**config.mk**
```make
export PLATFORM = sky130hd
export DESIGN_NAME = bdh_bin_search
export DESIGN_NICKNAME = d
export VERILOG_FILES = /design/src/hdl/bdh_pkg.sv /design/src/hdl/bdh_bin_search.sv
export SDC_FILE = /design/constraint.sdc
export NUM_CORES = 2
export LEC_CHECK = 0
export ABC_AREA = 1
export ABC_CLOCK_PERIOD_IN_PS = 10300
export BUFFER_PORTS_ARGS = -buffer_cell sky130_fd_sc_hd__buf_2
export CAP_MARGIN = 20
export CORE_MARGIN = 2
export CORE_UTILIZATION = 40
export DETAILED_ROUTE_END_ITERATION = 7
export RECOVER_POWER = 50
export SLEW_MARGIN = 30
export SYNTH_ARGS = -nofsm -noshare
export SYNTH_HDL_FRONTEND = slang
export SYNTH_SLANG_ARGS = --single-unit
export TNS_END_PERCENT = 10
```
**constraint.sdc**
```tcl
create_clock -name clk -period 10.3 [get_ports clk]
set_input_delay 0.515 -clock clk [delete_from_list [all_inputs] [get_ports clk]]
set_output_delay 0.515 -clock clk [all_outputs]
set_load 0.1 [all_outputs]
```
**src/hdl/bdh_pkg.sv**
```systemverilog
// ----------------------------------------------------------------------------
// bdh_pkg
// Shared types, constants and table functions for the deviation histogram.
// ----------------------------------------------------------------------------
package bdh_pkg;

  localparam int SUPER_BIN_COUNT    = 19;
  localparam int MAX_BINS_PER_SUPER = 50;
  localparam int COUNTER_WIDTH      = 32;

  localparam int TOTAL_W   = 40;
  localparam int DIST_W    = TOTAL_W + 2;
  localparam int SUPER_W   = 5;
  localparam int BIN_W     = 6;
  localparam int COUNT_W   = 32;
  localparam int STEP_W    = 3;
  localparam int SQ_W      = 2 * BIN_W;
  localparam int PROD_W    = SQ_W + TOTAL_W;
  localparam int DSQ_W     = 64;

  // bins ahead of the first full-size super bin: 1 + 2 + 2 + 8 + 32
  localparam int SMALL_BINS  = 45;
  localparam int STORE_DEPTH = SMALL_BINS + MAX_BINS_PER_SUPER * (SUPER_BIN_COUNT - 5);
  localparam int ADDR_W      = $clog2(STORE_DEPTH);

  localparam logic CMD_HIT  = 1'b0;
  localparam logic CMD_READ = 1'b1;

  typedef struct packed {
    logic               command;
    logic [TOTAL_W-1:0] hit_total;
    logic [TOTAL_W-1:0] hit_count;
    logic [SUPER_W-1:0] read_super_bin;
    logic [BIN_W-1:0]   read_bin;
  } bdh_in_t;

  typedef struct packed {
    logic [SUPER_W-1:0] super_bin;
    logic [BIN_W-1:0]   bin;
    logic [COUNT_W-1:0] count;
    logic               bad_request;
  } bdh_out_t;

  // request into the bin search unit
  typedef struct packed {
    logic               start;
    logic [TOTAL_W-1:0] n;
    logic [TOTAL_W-1:0] m;
    logic [BIN_W-1:0]   last;
  } bdh_srch_req_t;

  // answer from the bin search unit
  typedef struct packed {
    logic             done;
    logic [BIN_W-1:0] k;
  } bdh_srch_rsp_t;

  typedef enum logic [2:0] {
    ST_CLEAR,
    ST_IDLE,
    ST_PREP,
    ST_CALC,
    ST_READ,
    ST_MODIFY
  } bdh_state_t;

  typedef enum logic [1:0] {
    SR_IDLE,
    SR_SQUARE,
    SR_STEP
  } bdh_srch_state_t;

  // super bin selected by a total
  function automatic logic [SUPER_W-1:0] super_of(input logic [TOTAL_W-1:0] n);
    logic [SUPER_W-1:0] res;
    res = SUPER_W'(18);
    for (int s = 17; s >= 4; s--) begin
      if ({24'd0, n} < (64'd1 << (2 * s - 2))) res = SUPER_W'(s);
    end
    if (n < TOTAL_W'(16)) res = SUPER_W'(3);
    if (n == TOTAL_W'(3)) res = SUPER_W'(2);
    if (n == TOTAL_W'(2)) res = SUPER_W'(1);
    if (n == TOTAL_W'(1)) res = SUPER_W'(0);
    return res;
  endfunction

  // number of bins in a super bin
  function automatic logic [BIN_W:0] bins_in(input logic [SUPER_W-1:0] s);
    logic [BIN_W:0] res;
    case (s)
      SUPER_W'(0): res = (BIN_W+1)'(1);
      SUPER_W'(1): res = (BIN_W+1)'(2);
      SUPER_W'(2): res = (BIN_W+1)'(2);
      SUPER_W'(3): res = (BIN_W+1)'(8);
      SUPER_W'(4): res = (BIN_W+1)'(32);
      default:     res = (BIN_W+1)'(MAX_BINS_PER_SUPER);
    endcase
    return res;
  endfunction

  // first store address of a super bin
  function automatic logic [ADDR_W-1:0] base_of(input logic [SUPER_W-1:0] s);
    logic [ADDR_W-1:0] res;
    case (s)
      SUPER_W'(0): res = ADDR_W'(0);
      SUPER_W'(1): res = ADDR_W'(1);
      SUPER_W'(2): res = ADDR_W'(3);
      SUPER_W'(3): res = ADDR_W'(5);
      SUPER_W'(4): res = ADDR_W'(13);
      default:     res = ADDR_W'(SMALL_BINS + MAX_BINS_PER_SUPER * (int'(s) - 5));
    endcase
    return res;
  endfunction

endpackage

```
**src/hdl/bdh_bin_search.sv**
```systemverilog
// ----------------------------------------------------------------------------
// bdh_bin_search
// Finds the largest k <= last with k*k*n <= d*d, d = |2m - n|, one bit a cycle.
// ----------------------------------------------------------------------------
module bdh_bin_search (
  input  logic                   clk,
  input  logic                   rst_n,
  input  bdh_pkg::bdh_srch_req_t req,
  output bdh_pkg::bdh_srch_rsp_t rsp
);

  bdh_pkg::bdh_srch_state_t state_r, state_nxt;

  logic [bdh_pkg::TOTAL_W-1:0] n_r, n_nxt;
  logic [bdh_pkg::DIST_W-1:0]  d_r, d_nxt;
  logic [bdh_pkg::DSQ_W-1:0]   dd_r, dd_nxt;
  logic                        big_r, big_nxt;
  logic                        zero_r, zero_nxt;
  logic [bdh_pkg::BIN_W-1:0]   last_r, last_nxt;
  logic [bdh_pkg::BIN_W-1:0]   k_r, k_nxt;
  logic [bdh_pkg::SQ_W-1:0]    ksq_r, ksq_nxt;
  logic [bdh_pkg::STEP_W-1:0]  step_r, step_nxt;
  logic                        done_r, done_nxt;

  logic [bdh_pkg::DIST_W-1:0]  twom;
  logic [bdh_pkg::DIST_W-1:0]  n_ext;
  logic [31:0]                 d_lo;
  logic [bdh_pkg::BIN_W-1:0]   trial;
  logic [bdh_pkg::SQ_W-1:0]    trial_sq;
  logic [bdh_pkg::PROD_W-1:0]  prod;
  logic                        fits;

  // control registers
  always_ff @(posedge clk) begin
    if (!rst_n) begin
      state_r <= bdh_pkg::SR_IDLE;
      done_r  <= 1'b0;
    end else begin
      state_r <= state_nxt;
      done_r  <= done_nxt;
    end
  end

  // datapath registers
  always_ff @(posedge clk) begin
    n_r    <= n_nxt;
    d_r    <= d_nxt;
    dd_r   <= dd_nxt;
    big_r  <= big_nxt;
    zero_r <= zero_nxt;
    last_r <= last_nxt;
    k_r    <= k_nxt;
    ksq_r  <= ksq_nxt;
    step_r <= step_nxt;
  end

  // trial of one bit: (k + 2^b)^2 = k^2 + k*2^(b+1) + 2^(2b)
  always_comb begin
    twom     = {1'b0, req.m, 1'b0};
    n_ext    = {2'b00, req.n};
    d_lo     = d_r[31:0];
    trial    = k_r | (bdh_pkg::BIN_W'(1) << step_r);
    trial_sq = ksq_r + (bdh_pkg::SQ_W'(k_r) << (step_r + 3'd1))
             + (bdh_pkg::SQ_W'(1) << ({1'b0, step_r} << 1));
    prod     = bdh_pkg::PROD_W'(trial_sq) * bdh_pkg::PROD_W'(n_r);
    fits     = (trial <= last_r)
             && (big_r || ({12'd0, prod} <= dd_r));
  end

  // sequencer
  always_comb begin
    state_nxt = state_r;
    n_nxt     = n_r;
    d_nxt     = d_r;
    dd_nxt    = dd_r;
    big_nxt   = big_r;
    zero_nxt  = zero_r;
    last_nxt  = last_r;
    k_nxt     = k_r;
    ksq_nxt   = ksq_r;
    step_nxt  = step_r;
    done_nxt  = 1'b0;
    case (state_r)
      bdh_pkg::SR_IDLE: begin
        if (req.start) begin
          n_nxt     = req.n;
          d_nxt     = (twom >= n_ext) ? (twom - n_ext) : (n_ext - twom);
          zero_nxt  = (req.n == '0);
          last_nxt  = req.last;
          state_nxt = bdh_pkg::SR_SQUARE;
        end
      end
      bdh_pkg::SR_SQUARE: begin
        dd_nxt    = bdh_pkg::DSQ_W'(d_lo) * bdh_pkg::DSQ_W'(d_lo);
        big_nxt   = |d_r[bdh_pkg::DIST_W-1:32];
        k_nxt     = '0;
        ksq_nxt   = '0;
        step_nxt  = bdh_pkg::STEP_W'(bdh_pkg::BIN_W - 1);
        state_nxt = bdh_pkg::SR_STEP;
      end
      bdh_pkg::SR_STEP: begin
        if (fits) begin
          k_nxt   = trial;
          ksq_nxt = trial_sq;
        end
        step_nxt = step_r - 3'd1;
        if (step_r == '0) begin
          done_nxt  = 1'b1;
          state_nxt = bdh_pkg::SR_IDLE;
        end
      end
      default: state_nxt = bdh_pkg::SR_IDLE;
    endcase
  end

  // zero total goes to the last bin
  assign rsp.done = done_r;
  assign rsp.k    = zero_r ? last_r : k_r;

endmodule

```
======== Word level (Yosys, flattened, before mapping) ========
Index checks and enable logic that the tools add are counted.
storage, ports and cells
  register bits after elaboration ......... 178
operators by class
  equal/unequal tests ..................... 5
  $lt $le $gt $ge ......................... 3
  bitwise logic cells ..................... 1
  mux-type cells .......................... 11
  shift-type cells ........................ 3
  add/subtract/negate cells ............... 6
  $mul .................................... 2
  reduce and logical (&&, ||, !) cells .... 11
operator list
  operator                count
  $le A52 B64 Y1          1
  $mul A32 B32 Y64        1
  $mul A12 B40 Y52        1
  $mux W42                1
  $sub A40 B41 Y42        1
  $sub A41 B40 Y42        1
  $ge A41 B40 Y1          1
  $logic_not A40 Y1       1
  $add A12 B12 Y12        2
  $pmux W12 S2            1
  $mux W12                1
  $mux W6                 2
  $pmux W6 S2             1
  $shl A1 B4 Y12 const A  1
  $shl A6 B3 Y12          1
  $reduce_or A10 Y1       1
  $reduce_and A2 Y1       4
  $le A6 B6 Y1            1
  $ne A2 B2 Y1 const B    3
  $or A6 B6 Y6            1
  $pmux W2 S3             1
  $pmux W3 S2             1
  $shl A1 B3 Y6 const A   1
  $mux W2                 2
  10 further kinds        10

======== Longest topological paths before layout ========
  word-level depth ........................ 10
  mapped depth ............................ 57
  mapped depth without buffers ............ 55

======== Worst setup path before layout ========
Ideal clock, no wire load.
  path kind ............................... register to register
  from .................................... reg step_r[0] in the netlist's numbering
  to ...................................... reg k_r[0] in the netlist's numbering, enable pin
  arrival ................................. 8.799 ns
  setup time .............................. 0.375 ns
  clock period less this slack ............ 9.174 ns
  path slack .............................. 1.126 ns
  stages on the path, launching flop included .. 51
  buffers on the path ..................... 3
  data required time ...................... 9.925 ns
  path through ............................ edfxtp_1 -> clkbuf_1 -> inv_1 -> ha_1 -> clkbuf_1 -> nand2_1 -> o21ai_0 -> nor2_1 -> a41oi_1 -> fa_1 -> inv_1 -> ha_1 -> a21oi_1 -> nand2_1 -> nand2_1 -> nand2_1 -> a21oi_1 -> or2_2 -> (+15 left out) -> a21oi_1 -> o21ai_0 -> a21oi_1 -> o21ai_0 -> inv_1 -> nand2_1 -> xor2_1 -> ha_1 -> nand2_1 -> nor2_1 -> nand4_1 -> nor2_1 -> nand4_1 -> nor2_1 -> nor2_1 -> nand2_1 -> nand2_1 -> nand2_1
on the way
  cells in the longest elaborated chain, start to end .. 10
  elaborated cells on any way between the ends .. 14
  those cells by class .................... add/sub (3); mul (1); order compare (2); eq/ne (1); shift (3); bitwise (1); reduce/logical (3)
ends and longest elaborated chain
  element                          line                  text
  start: declaration               bdh_bin_search.sv:22  logic [bdh_pkg::STEP_W-1:0] step_r, step_nxt;
  start signal: assignment         bdh_bin_search.sv:54  step_r <= step_nxt;
  $add A3 B1 Y3                    bdh_bin_search.sv:63  trial_sq = ksq_r + (bdh_pkg::SQ_W'(k_r) << (step_r + 3'd1))
  $shl A6 B3 Y12                   bdh_bin_search.sv:63
  $add A12 B12 Y12                 bdh_bin_search.sv:63
  $add A12 B12 Y12                 bdh_bin_search.sv:64  + (bdh_pkg::SQ_W'(1) << ({1'b0, step_r} << 1));
  $mul A12 B40 Y52                 bdh_bin_search.sv:65  prod = bdh_pkg::PROD_W'(trial_sq) * bdh_pkg::PROD_W'(n_r);
  $le A52 B64 Y1                   bdh_bin_search.sv:67  && (big_r || ({12'd0, prod} <= dd_r));
  $logic_or A1 B1 Y1               bdh_bin_search.sv:67
  $logic_and A1 B1 Y1 (*)          bdh_bin_search.sv:67
  $ne A2 B2 Y1 (no line) (*)       n/a
  $reduce_and A2 Y1 (no line) (*)  n/a
  end signal: assignment           bdh_bin_search.sv:52  k_r <= k_nxt;
  end: declaration                 bdh_bin_search.sv:20  logic [bdh_pkg::BIN_W-1:0] k_r, k_nxt;
Mark *: on every way between the ends. The rest lies on a longest branch, timed or not.
A chain may end at the register's enable or synchronous reset.

======== Final worst setup path ========
  from .................................... reg step_r[0] in the netlist's numbering
  to ...................................... reg ksq_r[2] in the netlist's numbering, enable pin
on the way
  cells in the longest elaborated chain, start to end .. 10
  elaborated cells on any way between the ends .. 14
  those cells by class .................... add/sub (3); mul (1); order compare (2); eq/ne (1); shift (3); bitwise (1); reduce/logical (3)
ends and longest elaborated chain
  element                          line                  text
  $add A3 B1 Y3                    bdh_bin_search.sv:63
  $shl A6 B3 Y12                   bdh_bin_search.sv:63
  $add A12 B12 Y12                 bdh_bin_search.sv:63
  $add A12 B12 Y12                 bdh_bin_search.sv:64
  $mul A12 B40 Y52                 bdh_bin_search.sv:65
  $le A52 B64 Y1                   bdh_bin_search.sv:67
  $logic_or A1 B1 Y1               bdh_bin_search.sv:67
  $logic_and A1 B1 Y1 (*)          bdh_bin_search.sv:67
  $ne A2 B2 Y1 (no line) (*)       n/a
  $reduce_and A2 Y1 (no line) (*)  n/a
  end signal: assignment           bdh_bin_search.sv:53  ksq_r <= ksq_nxt;
  end: declaration                 bdh_bin_search.sv:21  logic [bdh_pkg::SQ_W-1:0] ksq_r, ksq_nxt;
Marked as above.

==> summary.txt <==
Routing
  • Drt total wl: 187800 um
  • DR vias: 49.86k
  • Initial DRC Count: 3671
  • WL per Instance: 18.52 um
  • DRC viols: 0
  • Antenna Nets Post-Route: 0
  • Via density: 4.916
  • Drt pass-1 iters: 7

Clock network
  • Sink Count: 176
  • CTS root buf: clkbuf_16
  • Max clock buf depth: 2
  • H-tree levels: 4
  • Skew-Pair Late Insertion Delay: 0.50 ns
  • Post-CTS Hold Buffers: 0
  • Cts bufs inserted: 17
  • Clock-pin slew on the worst setup and hold paths: 0.09 ns
  • CTS tree: yes

Global route
  • Largest net degree at the start of global routing: 66
  • Initial antenna violation count: 3
  • First-pass GRT wire length: 299500 um
  • Grt total ovfl: 0
  • Vias in the first global route: 53.00k
  • Total GRT Usage: 24.70%

Floorplan
  • Core Rows: 143
  • Starting density of the core: 40.31%
  • Die Ht: 395.5 um
  • I/O pin cnt: 96
  • Die ar.: 0.1564 mm^2
  • Die X: 395.5 um
  • CORE AREA: 0.1521 mm^2

Worst setup path
  • Crit Path Category: flip-flop to flip-flop
  • Worst reg2reg path depth: 47
  • Worst EP required: 10.49 ns
  • Element type at the critical path end: flip-flop
  • Setup crit start kind: flip-flop
  • Worst-path fanout max: 18
  • Slowest-stage cell, CP: fa_1
  • Crit-path most repeated cell: nand2_1
  • CP arrival: 9.92 ns
  • Max incr delay on CP: 0.56 ns

Timing
  • Final number of hold-violating endpoints: 0
  • Final worst-path cycle share: 94.47%
  • Worst slew pin tran: 1.046 ns
  • Final setup vio count: 0
  • Slew Limit Headroom: 29.62%
  • Max Slew Vio Count: 0
  • Max Fclk: 0.1028 GHz
  • WHS: 0.1850 ns
  • Setup slack after layout: 0.5692 ns
  • Skew final: 0.02067 ns
  • Final min period: 9.731 ns

Finish
  • Fin area: 0.06493 mm^2
  • Nets: 9904
  • Most frequent cells in the layout: 2382 x inv_1, 2055 x nand2_1, 1196 x fa_1
  • Share of cells above drive strength 1: 3.441%
  • Area Overhead vs Synth: 5.900%
  • Util after Layout: 42.69%
  • FILL cells: 15.76k
  • Leading cell type in the layout, fill and taps excluded: inv_1

Synthesis
  • Post-synth cell types: 49
  • Yosys Warn Count: 0
  • Synth area leaders: fa_1 39%, inv_1 15%, nand2_1 13%, ha_1 11%, edfxtp_1 8.5%
  • Top_reg_cell synth: edfxtp_1
  • Largest area contributor in the netlist: fa_1
  • #FFs+latches synth: 176
  • Syn_nets: 9904
  • Post-synthesis sequential area ratio: 8.571%
  • Avg Synthesized Cell Area: 7.574 um^2
  • Ys async rst share: 0%
  • Mapped Cells: 8095
  • Post-synth EDFFs: 173
  • Netlist Area Pre-Place: 0.06131 mm^2
  • Top-area cell type share of the netlist area: 39.09%

Min path
  • Class of the worst hold path: input port to flip-flop
  • Hold path depth: 1

Run status
  • Status: complete, no violations

Placement
  • GPL Wtd Cong: 1.018
  • Dpl ws: 0.1366 ns
  • Port bufs: 95
  • Post-DP Area: 0.06416 mm^2
  • Dpl hpwl: 161300 um

Run
  • Max Cap Viol: 0
## repair_timing
item,in CTS,in global routing
gates resized for setup,0,49
endpoints found under the setup margin,0,18
buffers inserted,0,1
## state kept, by name, indices dropped and copies added, names as in the netlist
name     cells
state_r      2
k_r          6
zero_r       1
done_r       1
ksq_r       12
big_r        1
step_r       3
n_r         40
dd_r        63
d_r         41
last_r       6
## through the flow
step | TNS, ns | std cells
after detailed placement | 0 | 10110
after global routing | -0.02507 | 10140
after floorplan | 0 | 8095
final | 0 | 10140
after global placement | 0 | 10100
after CTS | 0 | 10140
## worst paths after layout
check | start | to | slack (ns)
worst max-delay path | step_r[0] | ksq_r[2] | 0.57
worst min-delay path | req[3] | last_r[3] | 0.19
worst max register to register | step_r[0] | ksq_r[2] | 0.57
worst min register to register | state_r[1] | state_r[1] | 0.55
## cell usage after synthesis (5+ instances only)
cell / number
inv_1: 2386
nand2_1: 2056
fa_1: 1197
nor2_1: 557
ha_1: 523
a21oi_1: 251
nand3_1: 218
edfxtp_1: 173
clkbuf_1: 143
o21ai_0: 139
xor2_1: 103
nand4_1: 49
nor3_1: 37
o21bai_1: 32
buf_2: 30
xnor2_1: 29
nand2_2: 18
buf_1: 17
nor4_1: 13
a21o_1: 12
or2_2: 12
buf_4: 11
buf_6: 10
nor2_2: 10
o21a_1: 9
inv_2: 6
clkinv_1: 5
o211ai_1: 5
## kinds of logic (layout without fill, tap and decap cells)
logic type	count (synthesis)	in the layout	synth area share, %
other	0	4	0
buffers and inverters	2610	2623	16.23
flip-flops	176	176	8.571
AO/OA/AOI/OAI	466	466	4.137
XOR/XNOR	132	132	1.886
adder cells (fa/ha/maj)	1720	1720	49.76
AND/OR/NAND/NOR	2991	2991	19.41
## critical path, delay by kind of cell (launching register included)
| kind | cells | cell delay (ns) |
|---|---|---|
| fa+ha+maj | 12 | 4.51 |
| simple gates | 20 | 2.56 |
| buf+inv | 10 | 0.91 |
| compound gates | 4 | 0.73 |
| flops | 1 | 0.48 |
| xor+xnor | 1 | 0.20 |
## per-layer routing
metal / track usage, % / up-vias / part of all wire, %
li1: - / 23360 / -
met3: 2.818 / 283 / 6.1
met1: 33.32 / 24670 / 43
met4: 8.922 / 0 / 4.0
met5: 0 / - / 0
met2: 40.94 / 1548 / 47
## final cells by class
| cell class | count | area, um^2 | share of cell area, % |
|---|---|---|---|
| Antenna cell | 4 | 10.01 | 0.01542 |
| Inverter | 2397 | 9004 | 13.87 |
| Sequential cell | 176 | 5255 | 8.094 |
| Clock buffer | 18 | 429.2 | 0.6610 |
| Tap cell | 2030 | 2540 | 3.912 |
| Multi-Input combinational cell | 5309 | 46260 | 71.25 |
| Clock inverter | 14 | 192.7 | 0.2968 |
| Timing Repair Buffer | 194 | 1237 | 1.906 |
Power is left out: the tool's default activity adds up to more than one toggle a clock period on the data nets, which glitch-free logic cannot reach.
